[config.mk]
export PLATFORM = sky130hd
export DESIGN_NAME = yaw_steering_length_control_top
export DESIGN_NICKNAME = d
export VERILOG_FILES = /design/src/rtl/core/yslc_pkg.sv /design/src/rtl/core/yaw_steering_length_control_top.sv
export SDC_FILE = /design/constraint.sdc
export NUM_CORES = 2
export LEC_CHECK = 0
export BUFFER_PORTS_ARGS = -buffer_cell sky130_fd_sc_hd__buf_4
export CAP_MARGIN = 10
export CORE_AREA = 3 3 405 407
export DETAILED_ROUTE_END_ITERATION = 8
export DIE_AREA = 0 0 408 410
export PLACE_DENSITY = 0.5
export SLEW_MARGIN = 10
export SYNTH_ARGS = -nofsm -noshare
export SYNTH_HDL_FRONTEND = slang
export SYNTH_SLANG_ARGS = --single-unit
[constraint.sdc]
create_clock -name i_clk -period 9.1 [get_ports i_clk]
set_clock_uncertainty 0.1 [all_clocks]
set_input_delay 1.365 -clock i_clk [delete_from_list [all_inputs] [get_ports i_clk]]
set_output_delay 1.365 -clock i_clk [all_outputs]
set_load 0.01 [all_outputs]
[src/rtl/core/yslc_pkg.sv]
// Package for the yaw steering length controller.
// Holds widths, codes, sequencer enums and saturation helpers; no dependencies.
package yslc_pkg;

    localparam int DATA_W      = 32;              // Q16.16 data words
    localparam int WEIGHT_BITS = 16;              // weight fraction bits
    localparam int WEIGHT_W    = WEIGHT_BITS + 1; // weight register width
    localparam int BAND_W      = 31;
    localparam int MCAND_W     = DATA_W + 1;      // difference of two data words
    localparam int ACC_W       = 66;              // holds any product plus addend
    localparam int MPLR_W      = 32;
    localparam int CNT_W       = 6;
    localparam int DIR_W       = 2;
    localparam int CFG_IDX_W   = 3;
    localparam int IN_TDATA_W  = 32;
    localparam int OUT_TDATA_W = 72;              // 66 bits of fields, padded to bytes

    localparam logic [WEIGHT_W-1:0] WEIGHT_ONE = WEIGHT_W'(1) << WEIGHT_BITS;

    typedef enum logic [DIR_W-1:0] {
        DIR_PARAM_ERROR = 2'd0,
        DIR_RIGHT       = 2'd1,
        DIR_LEFT        = 2'd2,
        DIR_NONE        = 2'd3
    } t_dir;

    typedef enum logic [CFG_IDX_W-1:0] {
        CFG_ALPHA_YAW   = 3'd0,
        CFG_ALPHA_DELTA = 3'd1,
        CFG_GAIN        = 3'd2,
        CFG_ORIGIN      = 3'd3,
        CFG_YAW_DB      = 3'd4,
        CFG_CORR_DB     = 3'd5
    } t_cfg_idx;

    typedef enum logic [2:0] {
        ST_IDLE,
        ST_MUL,
        ST_FIN,
        ST_POST,
        ST_LEN
    } t_state;

    typedef enum logic [1:0] {
        PH_YAW,
        PH_GAIN,
        PH_CORR
    } t_phase;

    // Clamp a wide signed value to 32 bits.
    function automatic logic signed [DATA_W-1:0] sat_acc(input logic signed [ACC_W-1:0] v);
        logic [ACC_W-DATA_W:0] hi;
        hi = v[ACC_W-1:DATA_W-1];
        if (hi == '0 || hi == '1) begin
            sat_acc = v[DATA_W-1:0];
        end else if (v[ACC_W-1]) begin
            sat_acc = {1'b1, {(DATA_W-1){1'b0}}};
        end else begin
            sat_acc = {1'b0, {(DATA_W-1){1'b1}}};
        end
    endfunction

    // Clamp a 33-bit signed sum to 32 bits.
    function automatic logic signed [DATA_W-1:0] sat_33(input logic signed [DATA_W:0] v);
        if (v[DATA_W] == v[DATA_W-1]) begin
            sat_33 = v[DATA_W-1:0];
        end else if (v[DATA_W]) begin
            sat_33 = {1'b1, {(DATA_W-1){1'b0}}};
        end else begin
            sat_33 = {1'b0, {(DATA_W-1){1'b1}}};
        end
    endfunction

    // Magnitude of a 32-bit signed word, as unsigned 32 bits (exact for the minimum).
    function automatic logic [DATA_W-1:0] mag32(input logic signed [DATA_W-1:0] v);
        mag32 = v[DATA_W-1] ? DATA_W'(-v) : v;
    endfunction

endpackage

[src/rtl/core/yaw_steering_length_control_top.sv]
// Yaw steering length controller: top level with bit-serial multiply sequencer.
// Depends on yslc_pkg.
//
//  channel   | direction | handshake                    | payload (low bit up)
//  ----------+-----------+------------------------------+-----------------------------------
//  s_axis    | in        | s_axis_tvalid/s_axis_tready  | yaw_error[31:0]
//  m_axis    | out       | m_axis_tvalid/m_axis_tready  | left[31:0] right[63:32] dir[65:64]
//  cfg       | in        | i_cfg_we, no wait            | i_cfg_idx selects, i_cfg_data
//
// Each item runs three serial multiplies through one shared shift-add unit (one
// multiplier bit per cycle), each followed by the finishing and post steps
// (ST_FIN, ST_POST), then the length step (ST_LEN). The next input transfer is
// taken only once the sequencer is back in idle, so one item is in work at a time.
// With a weight above one the multiplies are skipped and the length step follows.
// i_rst_n is synchronous, active low; it clears filters, config and valids.
// A result that waits on m_axis_tready does not block the next input transfer;
// only the final length step stalls until the output register is free.
module yaw_steering_length_control_top #(
    parameter int FRAC_BITS = 16
) (
    input  logic                                 i_clk,
    input  logic                                 i_rst_n,
    input  logic                                 s_axis_tvalid,
    output logic                                 s_axis_tready,
    input  logic [yslc_pkg::IN_TDATA_W-1:0]      s_axis_tdata,  // yaw_error
    output logic                                 m_axis_tvalid,
    input  logic                                 m_axis_tready,
    // left_len, right_len, direction, zero pad
    output logic [yslc_pkg::OUT_TDATA_W-1:0]     m_axis_tdata,
    input  logic                                 i_cfg_we,
    input  logic [yslc_pkg::CFG_IDX_W-1:0]       i_cfg_idx,
    input  logic [yslc_pkg::DATA_W-1:0]          i_cfg_data
);
    import yslc_pkg::*;

    // configuration
    logic [WEIGHT_W-1:0]      r_alpha_yaw, r_alpha_delta;
    logic signed [DATA_W-1:0] r_gain, r_origin;
    logic [BAND_W-1:0]        r_yaw_db, r_corr_db;

    // control and filter state
    t_state                   r_state, n_state;
    logic                     r_out_valid, n_out_valid;
    logic signed [DATA_W-1:0] r_yf, n_yf, r_cf, n_cf;

    // datapath
    t_phase                    r_phase, n_phase;
    logic                      r_perr, n_perr;
    logic                      r_signed, n_signed;
    logic                      r_first, n_first;
    logic [CNT_W-1:0]          r_cnt, n_cnt;
    logic [MPLR_W-1:0]         r_mplr, n_mplr;
    logic signed [MCAND_W-1:0] r_mcand, n_mcand;
    logic signed [ACC_W-1:0]   r_acc, n_acc;
    logic signed [DATA_W-1:0]  r_res, n_res;
    logic signed [DATA_W-1:0]  r_left, n_left, r_right, n_right;
    t_dir                      r_dir, n_dir;

    // combinational helpers
    logic signed [ACC_W-1:0]   mcand_ext, acc_sh, addend, sum, shifted;
    logic signed [DATA_W-1:0]  x_in, gated, half, lft, rgt;
    logic signed [DATA_W:0]    sum_p, sum_m;
    logic                      in_xfer, out_free, yf_zero;
    t_dir                      dir_c;

    assign in_xfer       = s_axis_tvalid && s_axis_tready;
    assign s_axis_tready = (r_state == ST_IDLE);
    assign out_free      = !r_out_valid || m_axis_tready;
    assign x_in          = s_axis_tdata[DATA_W-1:0];

    assign m_axis_tvalid = r_out_valid;
    assign m_axis_tdata  = {{(OUT_TDATA_W - 2*DATA_W - DIR_W){1'b0}}, r_dir, r_right, r_left};

    // config writes
    always_ff @(posedge i_clk) begin
        if (!i_rst_n) begin
            r_alpha_yaw   <= WEIGHT_ONE;
            r_alpha_delta <= WEIGHT_ONE;
            r_gain        <= DATA_W'(1) << FRAC_BITS;
            r_origin      <= '0;
            r_yaw_db      <= '0;
            r_corr_db     <= '0;
        end else if (i_cfg_we) begin
            unique case (t_cfg_idx'(i_cfg_idx))
                CFG_ALPHA_YAW:   r_alpha_yaw   <= i_cfg_data[WEIGHT_W-1:0];
                CFG_ALPHA_DELTA: r_alpha_delta <= i_cfg_data[WEIGHT_W-1:0];
                CFG_GAIN:        r_gain        <= i_cfg_data;
                CFG_ORIGIN:      r_origin      <= i_cfg_data;
                CFG_YAW_DB:      r_yaw_db      <= i_cfg_data[BAND_W-1:0];
                CFG_CORR_DB:     r_corr_db     <= i_cfg_data[BAND_W-1:0];
                default: ;
            endcase
        end
    end

    // one multiplier bit per cycle, MSB first: acc = 2*acc +/- bit*mcand
    assign mcand_ext = ACC_W'(r_mcand);
    assign acc_sh    = r_acc <<< 1;

    // finishing: for the averages add the f*2^16 term, then shift and clamp
    assign addend  = (r_phase == PH_YAW)  ? (ACC_W'(r_yf) <<< WEIGHT_BITS) :
                     (r_phase == PH_CORR) ? (ACC_W'(r_cf) <<< WEIGHT_BITS) : '0;
    assign sum     = r_acc + addend;
    assign shifted = (r_phase == PH_GAIN) ? (sum >>> FRAC_BITS) : (sum >>> WEIGHT_BITS);

    // dead band on the freshly clamped filter value
    always_comb begin
        if (r_phase == PH_YAW) begin
            gated = (mag32(r_res) < {1'b0, r_yaw_db}) ? '0 : r_res;
        end else begin
            gated = ((mag32(r_res) < {1'b0, r_corr_db}) || r_yf == '0) ? '0 : r_res;
        end
    end

    // lengths
    assign yf_zero = (r_yf == '0);
    assign half    = r_cf >>> 1;
    assign sum_p   = (DATA_W+1)'(r_origin) + (DATA_W+1)'(half);
    assign sum_m   = (DATA_W+1)'(r_origin) - (DATA_W+1)'(half);

    always_comb begin
        if (r_yf[DATA_W-1]) begin
            lft   = sat_33(sum_p);
            rgt   = sat_33(sum_m);
            dir_c = DIR_RIGHT;
        end else if (!yf_zero) begin
            lft   = sat_33(sum_m);
            rgt   = sat_33(sum_p);
            dir_c = DIR_LEFT;
        end else begin
            lft   = r_origin;
            rgt   = r_origin;
            dir_c = DIR_NONE;
        end
    end

    // sequencer: next state and datapath loads
    always_comb begin
        n_state     = r_state;
        n_out_valid = r_out_valid;
        n_yf        = r_yf;
        n_cf        = r_cf;
        n_phase     = r_phase;
        n_perr      = r_perr;
        n_signed    = r_signed;
        n_first     = r_first;
        n_cnt       = r_cnt;
        n_mplr      = r_mplr;
        n_mcand     = r_mcand;
        n_acc       = r_acc;
        n_res       = r_res;
        n_left      = r_left;
        n_right     = r_right;
        n_dir       = r_dir;

        if (r_out_valid && m_axis_tready) begin
            n_out_valid = 1'b0;
        end

        unique case (r_state)
            ST_IDLE: begin
                if (in_xfer) begin
                    n_perr = (r_alpha_yaw > WEIGHT_ONE) || (r_alpha_delta > WEIGHT_ONE);
                    if ((r_alpha_yaw > WEIGHT_ONE) || (r_alpha_delta > WEIGHT_ONE)) begin
                        n_state = ST_LEN;
                    end else begin
                        // yaw average: f*2^16 + w*(x - f)
                        n_mcand  = MCAND_W'(x_in) - MCAND_W'(r_yf);
                        n_mplr   = {r_alpha_yaw, {(MPLR_W-WEIGHT_W){1'b0}}};
                        n_cnt    = CNT_W'(WEIGHT_W);
                        n_signed = 1'b0;
                        n_first  = 1'b1;
                        n_acc    = '0;
                        n_phase  = PH_YAW;
                        n_state  = ST_MUL;
                    end
                end
            end
            ST_MUL: begin
                if (r_mplr[MPLR_W-1]) begin
                    n_acc = (r_first && r_signed) ? acc_sh - mcand_ext : acc_sh + mcand_ext;
                end else begin
                    n_acc = acc_sh;
                end
                n_mplr  = r_mplr << 1;
                n_first = 1'b0;
                n_cnt   = r_cnt - CNT_W'(1);
                if (r_cnt == CNT_W'(1)) begin
                    n_state = ST_FIN;
                end
            end
            ST_FIN: begin
                n_res   = sat_acc(shifted);
                n_state = ST_POST;
            end
            ST_POST: begin
                unique case (r_phase)
                    PH_YAW: begin
                        n_yf     = gated;
                        n_mcand  = MCAND_W'(gated);
                        n_mplr   = r_gain;
                        n_cnt    = CNT_W'(MPLR_W);
                        n_signed = 1'b1;
                        n_first  = 1'b1;
                        n_acc    = '0;
                        n_phase  = PH_GAIN;
                        n_state  = ST_MUL;
                    end
                    PH_GAIN: begin
                        n_mcand  = MCAND_W'(r_res) - MCAND_W'(r_cf);
                        n_mplr   = {r_alpha_delta, {(MPLR_W-WEIGHT_W){1'b0}}};
                        n_cnt    = CNT_W'(WEIGHT_W);
                        n_signed = 1'b0;
                        n_first  = 1'b1;
                        n_acc    = '0;
                        n_phase  = PH_CORR;
                        n_state  = ST_MUL;
                    end
                    PH_CORR: begin
                        n_cf    = gated;
                        n_state = ST_LEN;
                    end
                    default: n_state = ST_IDLE;
                endcase
            end
            ST_LEN: begin
                if (out_free) begin
                    n_out_valid = 1'b1;
                    n_left      = r_perr ? '0 : lft;
                    n_right     = r_perr ? '0 : rgt;
                    n_dir       = r_perr ? DIR_PARAM_ERROR : dir_c;
                    n_state     = ST_IDLE;
                end
            end
            default: n_state = ST_IDLE;
        endcase
    end

    // control and filter state
    always_ff @(posedge i_clk) begin
        if (!i_rst_n) begin
            r_state     <= ST_IDLE;
            r_out_valid <= 1'b0;
            r_yf        <= '0;
            r_cf        <= '0;
        end else begin
            r_state     <= n_state;
            r_out_valid <= n_out_valid;
            r_yf        <= n_yf;
            r_cf        <= n_cf;
        end
    end

    // datapath, no reset
    always_ff @(posedge i_clk) begin
        r_phase  <= n_phase;
        r_perr   <= n_perr;
        r_signed <= n_signed;
        r_first  <= n_first;
        r_cnt    <= n_cnt;
        r_mplr   <= n_mplr;
        r_mcand  <= n_mcand;
        r_acc    <= n_acc;
        r_res    <= n_res;
        r_left   <= n_left;
        r_right  <= n_right;
        r_dir    <= n_dir;
    end

endmodule

* Word level (Yosys, flattened, before mapping)
Cells that the tools add are included.
Operators by class: $add $sub $neg 9, multiply operators 0, div/mod/pow operators 0, $lt $le $gt $ge 4, equality and inequality tests 21, shift operators 0, muxes and demuxes 57, bitwise gates (word level) 0, reduce and logical (&&, ||, !) cells 31
Operators by type and width (count):
- $mux W32 | 16
- $mux W66 | 7
- $pmux W66 S3 | 1
- $pmux W33 S2 | 2
- $pmux W32 S3 | 1
- $add A66 B33 Y66 | 1
- $add A66 B66 Y66 | 1
- $mux W33 | 2
- $sub A32 B32 Y33 | 2
- $sub A66 B33 Y66 | 1
- $lt A32 B31 Y1 | 2
- $pmux W32 S2 | 1
- $eq A35 B35 Y1 const B | 1
- $logic_not A35 Y1 | 1
- $gt A17 B17 Y1 const B | 2
- $add A32 B31 Y33 | 1
- $sub A32 B31 Y33 | 1
- $logic_not A32 Y1 | 1
- $neg A32 Y32 | 1
- $reduce_and A2 Y1 | 10
- $pmux W6 S3 | 1
- $pmux W3 S5 | 1
- $eq A3 B2 Y1 const B | 4
- $mux W3 | 4
- 28 further kinds | 57
Word-level totals: register bits 468, bits in latches 0, bits in writable memories 0, bits in read-only memories 0, input port bits 72, output and inout bits 74, word-level logic and storage cells 145, memories kept 0

* Logic depth before layout (Yosys ltp)
depth after elaboration 8, depth in mapped cells 21, depth with buffers taken out 19

* Worst setup path after synthesis
OpenSTA, ideal clock, no wires.
path type input port to flip-flop, start in s_axis_tvalid, end reg r_acc[0], enable pin, setup time 0.604 ns, arrival 6.664 ns, data required time 8.396 ns, slack 1.733 ns, stages on the path 4, buffers on the path 0, cell sequence nand2_1 nand2_1 o21ai_0 a21oi_1
Between the ends: longest elaborated chain between the ends 3
RTL lines:
- start: declaration | RTL line yaw_steering_length_control_top.sv:23 | input logic s_axis_tvalid,
- $logic_and A1 B1 Y1 | RTL line yaw_steering_length_control_top.sv:66 | assign in_xfer = s_axis_tvalid && s_axis_tready;
- $ne A2 B1 Y1 (no source line)
- $reduce_and A4 Y1 (no source line)
- end signal: assignment | RTL line yaw_steering_length_control_top.sv:263 | r_acc <= n_acc;
- end: declaration | RTL line yaw_steering_length_control_top.sv:54 | logic signed [ACC_W-1:0] r_acc, n_acc;
Every way passes these cells. A chain may end at the register's enable or synchronous reset.

* Worst setup path in the final report
start reg r_phase[1], end reg r_res[1] (data pin)
Between the ends: longest elaborated chain between the ends 7, elaborated cells between the ends (all ways) 10, those cells by class add/sub (1); eq/ne (2); mux (4); reduce/logical (3)
RTL lines:
- start: declaration | RTL line yaw_steering_length_control_top.sv:47 | t_phase r_phase, n_phase;
- start signal: assignment | RTL line yaw_steering_length_control_top.sv:256 | r_phase <= n_phase;
- $eq A2 B2 Y1 | RTL line yaw_steering_length_control_top.sv:102 | (r_phase == PH_CORR) ? (ACC_W'(r_cf) <<< WEIGHT_BITS) : '0;
- $mux W66 | RTL line yaw_steering_length_control_top.sv:102
- $mux W66 (*) | RTL line yaw_steering_length_control_top.sv:101 | assign addend = (r_phase == PH_YAW) ? (ACC_W'(r_yf) <<< WEIGHT_BITS) :
- $add A66 B66 Y66 (*) | RTL line yaw_steering_length_control_top.sv:103 | assign sum = r_acc + addend;
- $eq A35 B35 Y1 / $logic_not A35 Y1 (equally long branches) | RTL line yslc_pkg.sv:54 | if (hi == '0 || hi == '1) begin
- $logic_or A1 B1 Y1 | RTL line yslc_pkg.sv:54
- $mux W32 (*) | RTL line yslc_pkg.sv:54
- end signal: assignment | RTL line yaw_steering_length_control_top.sv:264 | r_res <= n_res;
- end: declaration | RTL line yaw_steering_length_control_top.sv:55 | logic signed [DATA_W-1:0] r_res, n_res;
Mark *: on every way between the ends. The rest lies on a longest branch, timed or not.

==> flow_summary.toml <==
[run_status]
outcome = "completed"

[timing]
grt_setup_unrepaired = "false"
hold_ws_ns = 0.363
period_needed_ns = 6.71
setup-violations-final = 0
tightest_slew_ns = 1.16
fmax_ghz = 0.149
fin_crit_sh_pct = 73.7
fin_ws_ns = 2.39
hold_viol_final = 0
relSlewSlack_pct = 21.7
setup_tns_ns = 0
slew_violations = 0

[critical_path]
crit_family = "compound AO/OA/AOI/OAI gates"
arrival_ns = 7.00
rr_worst_depth = 17
worstSetupPathDepth = 17
worstSetupPathType = "reg2reg"
reg2reg_slack_ns = 2.39
slowest_stage = "a311oi_1"
r2r_end = "r_res[1]"
slowest_delay_ns = 0.62
cp_data_required_time_ns = 9.39
crit_top_cell = "buf_4"
cp-start-kind = "flop"
end_kind = "flop"
reg2reg_from = "r_phase[1]"
crit_path_cell_trace = "buf_4, mux2i_1, nor2_1, buf_4, ha_1, a21oi_1, o21ai_0, a311oi_1, a21oi_1, a211o_1, a41o_1, xnor2_1, or4_1, or4b_4, o21ai_4, buf_4, mux2_1"
path_buf_inv = 3
cp_max_fo = 35

[cts]
cts_tree = "done"
cts_htree_levels = 2
worstSkewPairLatency_ns = 0.72
clk_pin_slew_ns = 0.07
clk_path_buf_depth = 3
root_buffer = "clkbuf_16"
cts.sinks = 467
numCtsBuffers = 59
post_cts_resized = 0
cts_hold_buffers = 0
postCtsSetupBuffers = 0

[yosys]
syn_inst = 5076
synth-seq-cells = 467
synth.avg_cell_area_um2 = 7.88
synth_edf_count = 239
yosys_warnings = 0
netlist_area_mm2 = 0.0400
yosysSeqAreaShare_pct = 29.3
ys.flop_type = "edfxtp_1"
async_flop_share_pct = 0
yosysUniqueCellTypes = 90

[place]
hpwlAfterDp_mm = 121
gp_congestion = 0.938
placed_cell_area_mm2 = 0.0431
port_buffers = 139
dp_slack_ns = 2.48

[global_routing]
grt_pass1_vias = 36000
grt_max_degree = 116
grt_pass1_wl_mm = 233
grt_antenna_before_repair = 6
grt_use_total_pct = 18.0
grt_overflow = 0

[final_layout]
fill_cells = 17300
drive_above_1_share_pct = 6.74
nets = 5486
fin_area_mm2 = 0.0452
syn_to_final_growth_pct = 12.9

[floorplan]
die_w_um = 408
num_io_pins = 146
start_util_pct = 24.9
die_h_um = 410
dieArea_mm2 = 0.167
placementRows = 147
core_area_mm2 = 0.161

[job]
maxCapViolCount = 0

[pwr]
cellPowerDensity_mw_per_mm2 = 337
leakagePower_uw = 0.0171
vdd_ir_drop_max_mv = 0.195

[route]
drt_iter0_drc = 3479
vias = 38200
wl_per_cell_um = 21.7
antenna_left = 0
drt-total-wl_mm = 157
drt_drc_violations_left = 0
vias_per_cell = 5.27
dr.pass1.iters = 7

[hold_path]
worst_hold_path.endpoint = "r_gain[4]"
hold_class = "reg2reg"
hold_depth = 2
min_from = "r_gain[4]"
-- worst reg2reg max path, delay by kind of cell (launching register included) --
| kind | cells | cell delay (ns) |
|---|---|---|
| DFF | 1 | 0.36 |
| buffers and inverters | 3 | 1.13 |
| and+or+nand+nor | 3 | 1.21 |
| adders and majority gates | 1 | 0.39 |
| AOI/OAI and AO/OA | 7 | 2.26 |
| xor gates and xnor gates | 1 | 0.29 |
| muxes | 2 | 0.66 |
-- synthesized netlist by cell type (13+ instances only) --
cell       instances  share of area [%]
a211o_1           17               0.37
and2_1            80                1.3
nor3_1            97                1.2
or3_1             31               0.48
nor2_1           415                3.9
a21o_1            99                1.9
mux2i_1           95                2.4
nand2_1          696                6.5
ha_1             369                 12
a31oi_1           52               0.81
dfxtp_1          228                 11
o211ai_1          27               0.51
o21a_1            60                1.1
nor4_1            44               0.69
a221oi_1          13               0.28
xnor2_1          170                3.7
and3_1            31               0.48
a2111oi_0         16               0.35
o21bai_1          53               0.99
buf_1             15               0.14
o31ai_1           49               0.92
inv_1            286                2.7
a222oi_1          13               0.33
nand2b_1          56               0.88
a21boi_0         177                3.3
or4_1             18               0.34
a22oi_1           22               0.41
nand3_1           96                1.2
a21oi_1          408                5.1
xor2_1            62                1.4
clkbuf_1         251                2.4
o21ai_0          356                4.5
a211oi_1          61                1.1
nor2b_1           54               0.84
a22o_1            16               0.35
edfxtp_1         239                 18
o22ai_1           16               0.25
nand4_1           62               0.97
a311oi_1          24               0.53
-- final cells by class --
type                       instances  area (µm²)  share of cell area, %
timing repair buffer             185        1400                   3.10
sequential                       467       11700                   26.0
antenna                            2        5.00                 0.0111
tap                             2160        2700                   5.98
multi-input combinational       4036       26200                   57.9
clock buffer                      78        1670                   3.70
inverter                         289        1080                   2.40
clock inverter                    34         437                  0.966
-- power breakdown --
part	total [µW]	switching, µW	leakage (µW)	internal, µW
Combinational	9120	6050	0.0119	3080
Clock	2550	1070	0.00104	1480
Sequential	3550	593	0.00412	2960
Total	15200	7710	0.0171	7520
-- kinds of logic (layout without fill, tap and decap cells) --
logic type	Yosys count	count (layout)	share of synthesized area [%]
AOI/OAI and AO/OA	1588	1588	25.6
xor gates and xnor gates	233	233	5.12
adders and majority gates	379	379	12.0
buffers and inverters	578	586	5.60
DFF	467	467	29.3
muxes	103	103	2.60
other	1	8	0.00937
and+or+nand+nor	1727	1727	19.7
-- through the flow --
stage               utilization (%)  std cells  total power [µW]
CTS                            28.1       7249             15100
finish                         28.1       7251             15200
detailed placement             26.8       7137             12500
global placement               26.8       7137             12500
global route                   28.1       7250             16300
floorplan                         -       5081              9730
-- worst max-delay path by stage --
stage                       start          end  slack, ns
CTS                    r_phase[1]     r_res[1]       2.36
global route           r_phase[1]     r_res[1]       1.89
global placement         r_res[5]  r_mcand[10]       2.45
floorplan           s_axis_tvalid     r_acc[0]       1.73
detailed placement     r_phase[1]     r_res[1]       2.48
finish                 r_phase[1]     r_res[1]       2.39
-- metal layers --
metal / up-vias / wire length (µm) / track usage [%]
li1: 18200 / - / -
met4: 2 / 4890 / 5.33
met3: 202 / 10600 / 2.72
met2: 1335 / 67000 / 27.4
met1: 18500 / 74700 / 26.0
met5: - / 16 / 0
-- sequential cells by signal (all words and copies together) (netlist names), 17 cells and up --
register	flops
r_left	32
r_alpha_yaw	17
r_yaw_db	31
r_yf	32
r_origin	32
r_res	32
r_cf	32
r_acc	66
r_alpha_delta	17
r_right	32
r_mcand	33
r_gain	32
r_corr_db	31
r_mplr	32
-- placed cells by master, fill, tap and decap left out, types with 79 or more instances in the layout --
master / n
a21o_1: 99
dfxtp_1: 228
o21ai_0: 356
mux2i_1: 95
a21boi_0: 177
nor2_1: 412
nor3_1: 94
inv_1: 284
ha_1: 369
xnor2_1: 170
and2_1: 79
nand2_1: 692
edfxtp_1: 239
a21oi_1: 406
nand3_1: 95
buf_4: 184
Note: power is estimated with default switching activity, not from simulation.
